--- src/hw/rtl/lpmq_pkg.sv ---
// ----------------------------------------------------------------------------
// lpmq_pkg
// Types and codes shared by the legacy POWER MQ arithmetic unit.
// ----------------------------------------------------------------------------
package lpmq_pkg;

  localparam int unsigned WordW = 32;
  localparam int unsigned ActW  = 3;

  localparam logic [ActW-1:0] ACT_ABS    = 3'd0;
  localparam logic [ActW-1:0] ACT_NABS   = 3'd1;
  localparam logic [ActW-1:0] ACT_DOZ    = 3'd2;
  localparam logic [ActW-1:0] ACT_DIV    = 3'd3;
  localparam logic [ActW-1:0] ACT_DIVS   = 3'd4;
  localparam logic [ActW-1:0] ACT_MUL    = 3'd5;
  localparam logic [ActW-1:0] ACT_WR_MQ  = 3'd6;
  localparam logic [ActW-1:0] ACT_CLR_SO = 3'd7;

  localparam logic [WordW-1:0] SIGN_WORD = 32'h8000_0000;

  // CR0 bits
  localparam logic [3:0] CR_LT = 4'b1000;
  localparam logic [3:0] CR_GT = 4'b0100;
  localparam logic [3:0] CR_EQ = 4'b0010;

  typedef struct packed {
    logic [ActW-1:0]  action;
    logic [WordW-1:0] operand_a;
    logic [WordW-1:0] operand_b;
    logic             record_cr;
    logic             update_ov;
  } in_word_t;

  typedef struct packed {
    logic [WordW-1:0] result;
    logic [3:0]       cr0;
    logic             overflow;
    logic             summary_overflow;
    logic [WordW-1:0] mq_value;
  } out_word_t;

endpackage

--- src/hw/rtl/legacy_power_mq_arith_unit.sv ---
// ----------------------------------------------------------------------------
// legacy_power_mq_arith_unit
// MQ-based POWER arithmetic: abs, nabs, doz, div, divs, mul, MQ load, SO clear.
// ----------------------------------------------------------------------------
// Usage:
//   Input words arrive on in_valid/in_stall/in_data, one result word per input
//   word leaves on out_valid/out_stall/out_data. A word moves on a rising edge
//   with valid high and stall low.
//   in_stall is high while an operation is in progress. div and divs run a
//   restoring divider one quotient bit per cycle over the 64-bit dividend;
//   mul runs a shift-add multiplier one multiplier bit per cycle.
//   abs, nabs, doz, MQ load, SO clear and div, divs by a zero divisor go from
//   accept straight to the finish state; mul and the other div, divs pass
//   through the multiply or divide steps before it.
//   The next word is taken the cycle after the result is registered. The
//   result register holds its word while out_stall is high; a new word may be
//   accepted and worked on meanwhile, its finish waits for the register.
//   Reset clears MQ, OV, SO and leaves the unit idle with no result pending.
// ----------------------------------------------------------------------------
module legacy_power_mq_arith_unit (
  input  logic                clk,
  input  logic                rst_n,
  input  logic                in_valid,
  output logic                in_stall,
  input  lpmq_pkg::in_word_t  in_data,
  output logic                out_valid,
  input  logic                out_stall,
  output lpmq_pkg::out_word_t out_data
);

  localparam logic [1:0] S_IDLE = 2'd0;
  localparam logic [1:0] S_DIV  = 2'd1;
  localparam logic [1:0] S_MUL  = 2'd2;
  localparam logic [1:0] S_FIN  = 2'd3;

  localparam int unsigned W = lpmq_pkg::WordW;

  logic [1:0]              state_r, state_nxt;
  logic [5:0]              cnt_r, cnt_nxt;
  logic [lpmq_pkg::ActW-1:0] op_r;
  logic [W-1:0]            a_r, b_r;
  logic                    rec_r, upd_r, dneg_r, vneg_r, zdiv_r;
  logic [W-1:0]            rem_r, rem_nxt;
  logic [2*W-1:0]          dq_r, dq_nxt;
  logic [W-1:0]            mq_r, mq_nxt;
  logic                    ov_r, ov_nxt, so_r, so_nxt;
  logic                    out_valid_r;
  lpmq_pkg::out_word_t     out_r, out_nxt;

  logic                    accept, fin_go;
  logic [2*W-1:0]          dvd, dvd_mag;
  logic                    is_div, is_mul;
  logic [W:0]              trial, trial_diff, msum;
  logic                    ge;

  // finish-stage values
  logic [W-1:0]            res;
  logic                    op_ov, arith, qneg;
  logic [2*W-1:0]          prod;
  logic [3:0]              cr;

  assign accept   = in_valid && !in_stall;
  assign in_stall = (state_r != S_IDLE);
  assign fin_go   = (state_r == S_FIN) && (!out_valid_r || !out_stall);
  assign is_div   = (in_data.action == lpmq_pkg::ACT_DIV) ||
                    (in_data.action == lpmq_pkg::ACT_DIVS);
  assign is_mul   = (in_data.action == lpmq_pkg::ACT_MUL);

  // dividend: a:MQ for div, sign-extended a for divs
  assign dvd     = (in_data.action == lpmq_pkg::ACT_DIV) ? {in_data.operand_a, mq_r}
                 : {{W{in_data.operand_a[W-1]}}, in_data.operand_a};
  assign dvd_mag = dvd[2*W-1] ? (~dvd + 1'b1) : dvd;

  // one restoring-division step
  assign trial      = {rem_r, dq_r[2*W-1]};
  assign trial_diff = trial - {1'b0, b_r};
  assign ge         = (trial >= {1'b0, b_r});
  // one shift-add multiply step
  assign msum       = {1'b0, rem_r} + (dq_r[0] ? {1'b0, b_r} : '0);

  always_comb begin
    state_nxt = state_r;
    cnt_nxt   = cnt_r;
    rem_nxt   = rem_r;
    dq_nxt    = dq_r;
    case (state_r)
      S_IDLE: begin
        if (accept) begin
          cnt_nxt = '1;
          rem_nxt = '0;
          if (is_div) begin
            dq_nxt    = dvd_mag;
            state_nxt = (in_data.operand_b == '0) ? S_FIN : S_DIV;
          end else if (is_mul) begin
            dq_nxt    = {{W{1'b0}}, in_data.operand_a[W-1] ?
                         (~in_data.operand_a + 1'b1) : in_data.operand_a};
            cnt_nxt   = 6'(W - 1);
            state_nxt = S_MUL;
          end else begin
            state_nxt = S_FIN;
          end
        end
      end
      S_DIV: begin
        rem_nxt = ge ? trial_diff[W-1:0] : trial[W-1:0];
        dq_nxt  = {dq_r[2*W-2:0], ge};
        cnt_nxt = cnt_r - 1'b1;
        if (cnt_r == '0) state_nxt = S_FIN;
      end
      S_MUL: begin
        rem_nxt       = msum[W:1];
        dq_nxt[W-1:0] = {msum[0], dq_r[W-1:1]};
        cnt_nxt       = cnt_r - 1'b1;
        if (cnt_r == '0) state_nxt = S_FIN;
      end
      S_FIN: begin
        if (fin_go) state_nxt = S_IDLE;
      end
      default: state_nxt = S_IDLE;
    endcase
  end

  // finish: results, sign fix-up, overflow, flags, MQ and CR0
  always_comb begin
    res    = '0;
    op_ov  = 1'b0;
    arith  = 1'b1;
    mq_nxt = mq_r;
    so_nxt = so_r;
    ov_nxt = ov_r;
    qneg   = dneg_r ^ vneg_r;
    prod   = qneg ? (~{rem_r, dq_r[W-1:0]} + 1'b1) : {rem_r, dq_r[W-1:0]};
    case (op_r)
      lpmq_pkg::ACT_ABS: begin
        if (a_r == lpmq_pkg::SIGN_WORD) begin
          op_ov = 1'b1;
          res   = lpmq_pkg::SIGN_WORD;
        end else begin
          res = a_r[W-1] ? (~a_r + 1'b1) : a_r;
        end
      end
      lpmq_pkg::ACT_NABS: res = (a_r[W-1] || a_r == '0) ? a_r : (~a_r + 1'b1);
      lpmq_pkg::ACT_DOZ: begin
        if ($signed(a_r) >= $signed(b_r)) op_ov = (a_r == b_r);
        else res = b_r - a_r;
      end
      lpmq_pkg::ACT_DIV, lpmq_pkg::ACT_DIVS: begin
        if (zdiv_r) begin
          op_ov  = 1'b1;
          mq_nxt = '0;
        end else begin
          op_ov  = qneg ? ((|dq_r[2*W-1:W]) || (dq_r[W-1] && (|dq_r[W-2:0])))
                        : ((|dq_r[2*W-1:W]) || dq_r[W-1]);
          res    = qneg ? (~dq_r[W-1:0] + 1'b1) : dq_r[W-1:0];
          mq_nxt = dneg_r ? (~rem_r + 1'b1) : rem_r;
        end
      end
      lpmq_pkg::ACT_MUL: begin
        res    = prod[2*W-1:W];
        mq_nxt = prod[W-1:0];
        op_ov  = !((&prod[2*W-1:W-1]) || !(|prod[2*W-1:W-1]));
      end
      lpmq_pkg::ACT_WR_MQ: begin
        arith  = 1'b0;
        mq_nxt = a_r;
      end
      default: begin
        arith  = 1'b0;
        so_nxt = 1'b0;
      end
    endcase
    if (arith && upd_r) begin
      ov_nxt = op_ov;
      if (op_ov) so_nxt = 1'b1;
    end
    cr = '0;
    if (arith && rec_r) begin
      if (!op_ov) begin
        if (res == '0)      cr = lpmq_pkg::CR_EQ;
        else if (res[W-1])  cr = lpmq_pkg::CR_LT;
        else                cr = lpmq_pkg::CR_GT;
      end
      cr[0] = so_nxt;
    end
    out_nxt.result           = res;
    out_nxt.cr0              = cr;
    out_nxt.overflow         = ov_nxt;
    out_nxt.summary_overflow = so_nxt;
    out_nxt.mq_value         = mq_nxt;
  end

  always_ff @(posedge clk) begin
    if (!rst_n) begin
      state_r     <= S_IDLE;
      cnt_r       <= '0;
      mq_r        <= '0;
      ov_r        <= 1'b0;
      so_r        <= 1'b0;
      out_valid_r <= 1'b0;
    end else begin
      state_r <= state_nxt;
      cnt_r   <= cnt_nxt;
      if (fin_go) begin
        mq_r <= mq_nxt;
        ov_r <= ov_nxt;
        so_r <= so_nxt;
      end
      if (fin_go)           out_valid_r <= 1'b1;
      else if (!out_stall)  out_valid_r <= 1'b0;
    end
  end

  always_ff @(posedge clk) begin
    rem_r <= rem_nxt;
    dq_r  <= dq_nxt;
    if (accept) begin
      op_r   <= in_data.action;
      a_r    <= in_data.operand_a;
      b_r    <= (is_div || is_mul) && in_data.operand_b[W-1] ?
                (~in_data.operand_b + 1'b1) : in_data.operand_b;
      rec_r  <= in_data.record_cr;
      upd_r  <= in_data.update_ov;
      dneg_r <= is_mul ? in_data.operand_a[W-1] : dvd[2*W-1];
      vneg_r <= in_data.operand_b[W-1];
      zdiv_r <= (in_data.operand_b == '0);
    end
    if (fin_go) out_r <= out_nxt;
  end

  assign out_valid = out_valid_r;
  assign out_data  = out_r;

  a_accept_idle: assert property (@(posedge clk) disable iff (!rst_n)
    accept |=> (state_r != S_IDLE))
    else $error("accepted word did not start an operation");

  a_fin_result: assert property (@(posedge clk) disable iff (!rst_n)
    fin_go |=> out_valid_r)
    else $error("finished operation left no result word");

  a_mul_count: assert property (@(posedge clk) disable iff (!rst_n)
    (state_r == S_MUL) |-> (cnt_r < 6'(W)))
    else $error("multiply step count out of range");

  a_clr_so: assert property (@(posedge clk) disable iff (!rst_n)
    (fin_go && op_r == lpmq_pkg::ACT_CLR_SO) |=> !so_r)
    else $error("SO not cleared");

endmodule
--- config.mk ---
export PLATFORM = sky130hd
export DESIGN_NAME = legacy_power_mq_arith_unit
export DESIGN_NICKNAME = d
export VERILOG_FILES = /design/src/hw/rtl/lpmq_pkg.sv /design/src/hw/rtl/legacy_power_mq_arith_unit.sv
export SDC_FILE = /design/constraint.sdc
export NUM_CORES = 1
export LEC_CHECK = 0
export ABC_AREA = 1
export ABC_CLOCK_PERIOD_IN_PS = 6600
export BUFFER_PORTS_ARGS = -buffer_cell sky130_fd_sc_hd__buf_4
export CAP_MARGIN = 20
export CORE_MARGIN = 5
export CORE_UTILIZATION = 35
export DETAILED_ROUTE_END_ITERATION = 10
export PLACE_DENSITY_LB_ADDON = 0.05
export SKIP_LAST_GASP = 1
export SYNTH_ARGS = -nofsm -noshare
export SYNTH_HDL_FRONTEND = slang
export SYNTH_SLANG_ARGS = --single-unit
--- constraint.sdc ---
create_clock -name clk -period 6.6 [get_ports clk]
set_input_delay 0.66 -clock clk [delete_from_list [all_inputs] [get_ports clk]]
set_output_delay 0.66 -clock clk [all_outputs]
set_load 0.005 [all_outputs]
==> results of run 1 <==
per-layer routing:
| layer | up-vias | wire length [um] | global-route usage, % |
|---|---|---|---|
| li1 | 14300 | - | - |
| met4 | 2 | 11100 | 20.2 |
| met5 | - | 13 | 0 |
| met2 | 1349 | 65400 | 52.7 |
| met3 | 342 | 9910 | 4.76 |
| met1 | 14300 | 58800 | 41.6 |
flip-flops by register name (all words and copies together) (netlist names):
signal / cells
vneg_r: 1
upd_r: 1
dq_r: 64
rec_r: 1
ov_r: 1
zdiv_r: 1
b_r: 32
out_valid: 1
so_r: 1
mq_r: 32
out_data: 70
state_r: 2
cnt_r: 6
op_r: 3
a_r: 32
rem_r: 32
synthesized netlist by cell type (all sizes together), types with 3 or more instances:
master   instances  area [um^2]
fa               3         60.1
clkbuf          80          300
a221oi          11         96.3
o22ai           31          194
a31oi           18          113
a21o            18          135
nor4            23          159
nand4           65          413
buf             52          322
nand3b          20          150
or2             19          119
a22oi           15          113
clkinv           8         30.0
nand3          264         1360
o221ai           7         61.3
nand2         1154         4380
o21bai           5         37.5
nor3            47          255
xnor2           40          350
edfxtp         237         7120
xor2           101          885
o41ai            3         33.8
o21a            10         75.1
o31ai            5         37.5
o21ai          340         1810
ha             141         1760
a21oi          294         1490
inv            477         1790
o2111ai         12          105
a211oi           7         52.6
o211ai          55          413
dfxtp           43          861
nor2           607         2390
worst min path at each step:
stage                      startpoint  endpoint  slack, ns  cells past startpoint
after detailed placement     cnt_r[5]  cnt_r[5]       0.50                      2
final                     in_data[68]   op_r[2]       0.26                      1
after floorplan              mq_r[31]  mq_r[31]       0.45                      2
after global routing      in_data[68]   op_r[2]       0.25                      1
after global placement       cnt_r[5]  cnt_r[5]       0.49                      2
after CTS                 in_data[68]   op_r[2]       0.23                      1
cell families (layout without fill, tap and decap cells):
kind of cell               Yosys count  in the layout  share of synthesized area (%)
and+or+nand+nor                   2201           2201                           33.5
AOI/OAI and AO/OA                  842            842                           17.6
buffers and inverters              617            736                           8.85
DFF                                280            280                           28.9
adders and majority gates          144            144                           6.61
xor gates and xnor gates           141            141                           4.48
other                                0              1                              0
per-stage QoR:
| stage | setup slack [ns] | power, mW | utilization, % | area [um^2] |
|---|---|---|---|---|
| global placement | 2.10 | 11.2 | 37.8 | 29700 |
| CTS | 2.03 | 13.4 | 39.5 | 31000 |
| global route | 1.49 | 14.3 | 39.5 | 31000 |
| detailed placement | 2.11 | 11.1 | 37.8 | 29700 |
| finish | 1.90 | 13.5 | 39.5 | 31000 |
| floorplan | 1.43 | 7.84 | - | 27600 |
final cells by class:
type                       count  area, um^2
antenna                        1        2.50
clock buffer                  41         962
clock inverter                26         333
fill                        8779       47600
inverter                     485        1820
multi-input combinational   3328       17200
sequential                   280        7980
tap                         1050        1310
timing repair buffer         184        1380
power by group:
group          total [mW]  switching [mW]  internal (mW)
Clock                2.23           0.896           1.33
Combinational        7.90            5.76           2.14
Sequential           3.40           0.761           2.64
==> reports/metrics.yaml, run 1 <==
power_leakage_nw: 13.8
layout_commonest_cell: "nand2_1"
initial_core_util_pct: 35.1
cp_max_fo: 22
netlist_area_mm2: 0.0276
row_count: 103
ys_warn_count: 0
dp.cells: 5327
slowest_delay_ns: 0.67
grt_use_total_pct: 32.8
synth_edf_count: 237
cts_inserted_buffers: 37
cts_hold_buf: 0
grt_antenna_before_repair: 5
wl_per_cell_um: 26.9
tightest_slew_ns: 1.11
drc_errors: 0
grt_start_max_net_pins: 79
criticalPathCategory: "reg2reg"
layout-drive-gt1-share_pct: 8.86
slew_headroom_pct: 25.8
r2r_end: "out_data[37]"
fin_crit_sh_pct: 71.2
power.density_mw_per_mm2: 436
htree_levels: 2
cts_resized: 0
port-buffer-count: 144
worst_ep_arrival_time_ns: 5.00
vdd_drop_max_uv: 254
syn_area_per_cell_um2: 6.53
grt_pass1_vias: 28700
fin_setup_tns_ns: 0
reg2reg_from: "a_r[18]"
first_pass_iters: 8
hp-class: "in2reg"
syn_inst: 4225
crit_chain: "inv_1 > ha_1 > nand2_1 > inv_1 > nand2_1 > nor2_2 > nand2_1 > nor2_1 > nand3_1 > nand3_1 > inv_1 > nand2_1 > o21ai_0 > nor2_1 > nand2_1 > nor2_1 > nand2_1 > nor2_1 > nor3_1"
insertion_delay_ns: 0.60
cp_top_family: "simple AND/OR/NAND/NOR gates"
globalplace.congestion: 1.03
worst-path-buf-inv: 3
r2r_slack_ns: 1.90
totalWireLength_mm: 145
max_cap_viol_count: 0
yosysSeqAreaShare_pct: 28.9
hold_ws_ns: 0.260
rsz0062_at_grt: "false"
drt-initial-drc-count: 3196
cts_buffer_depth: 3
clock_sinks: 280
status: "completed"
cts_setup_buffers: 0
antenna_left: 0
via_per_inst: 5.61
syn_to_final_growth_pct: 12.4
root_buffer: "clkbuf_16"
worst_setup_path_end_kind: "register"
clk_pin_slew_ns: 0.06
coreArea_mm2: 0.0786
slew_violations: 0
die-height_um: 291
rr_worst_depth: 19
grt_pass1_wl_mm: 206
ioPinCount: 145
path_depth: 19
hold_violations: 0
cp.required_ns: 6.89
die_area_mm2: 0.0845
fin_skew_ns: 0.0422
synth_ff_type: "edfxtp_1"
ys_types: 63
crit_path_end: "out_data[37]"
worstSetupStartpointType: "register"
synth_nets: 4442
synthArstFlopShare_pct: 0
grt_overflow: 0
fp.dieW_um: 291
cp_common_cell: "nand2_1"
vias: 30300
max_clock_freq_mhz: 213
setup_viol: 0
fin_cells: 5395
final_cell_mix: "1138 x nand2_1, 577 x nor2_1, 445 x inv_1"
ys_ff_latch: 280
place_hpwl_mm: 117
final.min_clock_period_ns: 4.70
nNetsFinal: 4533
tritoncts: "built"
crit_path_top_delay_cell: "edfxtp_1"
crit_start: "a_r[18]"
No activity file was read; power rests on OpenSTA's default activity.
==> run 2, diff against run 1 <==
--- a/config.mk
+++ b/config.mk
@@ -6,7 +6,7 @@
 export NUM_CORES = 1
 export LEC_CHECK = 0
 export ABC_AREA = 1
-export ABC_CLOCK_PERIOD_IN_PS = 6600
+export ABC_CLOCK_PERIOD_IN_PS = 4000
 export BUFFER_PORTS_ARGS = -buffer_cell sky130_fd_sc_hd__buf_4
 export CAP_MARGIN = 20
 export CORE_MARGIN = 5
==> constraint.sdc (replaced) <==
create_clock -name clk -period 4 [get_ports clk]
set_input_delay 0.4 -clock clk [delete_from_list [all_inputs] [get_ports clk]]
set_output_delay 0.4 -clock clk [all_outputs]
set_load 0.005 [all_outputs]
==> run 2 against run 1 <==
Net effect: register-to-register slack lost 1.7 ns; flip-flop and latch count is the same; first-iteration DRC count fell by 3.1%; via count is 1.2% higher; worst setup slack got worse by 1.7 ns; global-route usage grew 0.24 points; non-clock buffer count is 122 higher; critical endpoint is now out_data[36]; highest routed layer unchanged.
==> reports/metrics.yaml, run 2 (synthesis gave the netlist of run 1 again) <==
status: "completed"  # unchanged
largest_register_ffs: 70  # unchanged
first_pass_iters: 6  # was 8
hp-class: "in2reg"  # unchanged
fin_setup_tns_ns: 0  # unchanged
grt_util_met2_pct: 53.2  # was 52.7%
hold-path-endpoint: "b_r[0]"  # was op_r[2]
clock_sinks: 280  # unchanged
cp_max_fo: 6  # was 22
coreArea_mm2: 0.0786  # unchanged
cp.required_ns: 4.34  # was 6.89 ns
totalWireLength_mm: 146  # was 145 mm
initial_core_util_pct: 35.1  # unchanged
layout-drive-gt1-share_pct: 11.4  # was 8.86%
grt_use_total_pct: 33.0  # was 32.8%
worst_ep_arrival_time_ns: 4.11  # was 5.00 ns
rsz0062_at_grt: "false"  # unchanged
rr_worst_depth: 18  # was 19
tightest_slew_ns: 1.03  # was 1.11 ns
root_buffer: "clkbuf_16"  # unchanged
slew_violations: 0  # unchanged
grt_use_met3_pct: 4.24  # was 4.76%
place_hpwl_mm: 120  # was 117 mm
wl_per_cell_um: 26.5  # was 26.9 um
hold_violations: 0  # unchanged
die_area_mm2: 0.0845  # unchanged
grt_start_max_net_pins: 57  # was 79
setup_viol: 0  # unchanged
tritoncts: "built"  # unchanged
power.total_mw: 22.7  # was 13.5 mW
criticalPathCategory: "reg2reg"  # unchanged
r2r_slack_ns: 0.23  # was 1.90 ns
via_per_inst: 5.55  # was 5.61
die-height_um: 291  # unchanged
power_leakage_nw: 14.4  # was 13.8 nW
top_usage_layer: "met2"  # unchanged
clk_pin_slew_ns: 0.06  # about the same
final.min_clock_period_ns: 3.77  # was 4.70 ns
final_cell_mix: "1138 x nand2_1, 577 x nor2_1, 444 x inv_1"  # was 1138 x nand2_1, 577 x nor2_1, 445 x inv_1
slew_headroom_pct: 31.3  # was 25.8%
fin_skew_ns: 0.0417  # was 0.0422 ns
globalplace.congestion: 1.03  # about the same
drt-initial-drc-count: 3096  # was 3196
fin_crit_sh_pct: 94.2  # was 71.2%
worst_setup_path_end_kind: "register"  # unchanged
grt_antenna_before_repair: 9  # was 5
min-delay-start: "in_data[2]"  # was in_data[68]
fillers: 8651  # was 8779
antenna_left: 0  # unchanged
reg2reg_from: "a_r[1]"  # was a_r[18]
utilization_pct: 40.8  # was 39.5%
grt_pass1_wl_mm: 207  # was 206 mm
syn_to_final_growth_pct: 16.3  # was 12.4%
vias: 30600  # was 30300
vdd_drop_max_uv: 389  # was 254 uV
htree_levels: 2  # unchanged
row_count: 103  # unchanged
cts_inserted_buffers: 40  # was 37
drc_errors: 0  # unchanged
max_cap_viol_count: 0  # unchanged
grtUsageMet1_pct: 41.4  # was 41.6%
cts_buffer_depth: 3  # unchanged
power.density_mw_per_mm2: 709  # was 436 mW/mm^2
fp.dieW_um: 291  # unchanged
nNetsFinal: 4658  # was 4533
grt_pass1_vias: 29300  # was 28700
ioPinCount: 145  # unchanged
r2r_end: "out_data[36]"  # was out_data[37]
grt_overflow: 0  # unchanged
port-buffer-count: 144  # unchanged
layout_commonest_cell: "nand2_1"  # unchanged
worstSetupStartpointType: "register"  # unchanged
worstHoldPathCells: 1  # unchanged
max_clock_freq_mhz: 265  # was 213 MHz
insertion_delay_ns: 0.61  # was 0.60 ns
[run 2: layout make-up]
class / count / area (um^2) / share of cell area [%]
multi-input cells: 3328 / 17200 / 53.8
flip-flops and latches: 280 / 7980 / 24.9
repair buffers: 306 / 2370 / 7.39
inverters: 485 / 1830 / 5.70
well taps: 1050 / 1310 / 4.10
clock buffers: 52 / 1070 / 3.32
clock inverters: 22 / 265 / 0.827
diodes: 3 / 7.51 / 0.0234
[run 2: worst max path at each step]
stage               startpoint  slack [ns]      endpoint  cells past startpoint
finish                  a_r[1]        0.23  out_data[36]                     18
CTS                    a_r[23]        0.25  out_data[36]                     22
global placement        b_r[0]        0.33  out_data[37]                     17
floorplan           state_r[0]        0.19       dq_r[0]                      6
detailed placement     a_r[23]        0.29  out_data[36]                     22
global route          rem_r[7]       0.008  out_data[36]                     18
[run 2: what timing repair did]
item / in CTS / in global routing
hold endpoints to repair: 4 / 0
setup endpoints to repair: 0 / 2
hold buffers: 4 / 0
resized for setup: 0 / 4
buffers inserted: 0 / 4
[run 2: critical path, cell delays in order, from the launching register on]
cell      delay (ns)
edfxtp_1        0.40
inv_1           0.21
ha_1            0.24
nand3_2         0.10
nor2_2          0.23
nand3_1         0.18
o21ai_2         0.30
buf_4           0.21
nor2_1          0.05
nand2_1         0.12
nand3_1         0.14
nor2_1          0.36
nand2_1         0.17
nor2_1          0.11
nand2_1         0.06
nor2_1          0.25
nand2_1         0.15
nor2_1          0.16
nor3_1          0.06
[run 2: metal layers]
layer / wire (um) / vias up
li1: - / 14600
met1: 59200 / 14300
met2: 65500 / 1373
met3: 9080 / 378
met4: 12400 / 8
met5: 48 / -
[run 2: where the power goes]
part	switching (mW)	leakage (nW)	internal [mW]
clock	1.53	0.638	2.11
sequential	1.12	2.64	4.35
combinational	9.67	11.2	3.96
[run 2: stage by stage]
stage	std cells	instance area (um^2)	hold slack (ns)	setup WS [ns]
after floorplan	4225	27600	0.450	0.189
after detailed placement	5441	30600	0.494	0.285
after global routing	5523	32100	0.0115	0.00801
final	5526	32100	0.0211	0.231
after CTS	5519	32000	0.000887	0.246
after global placement	5441	30600	0.488	0.330
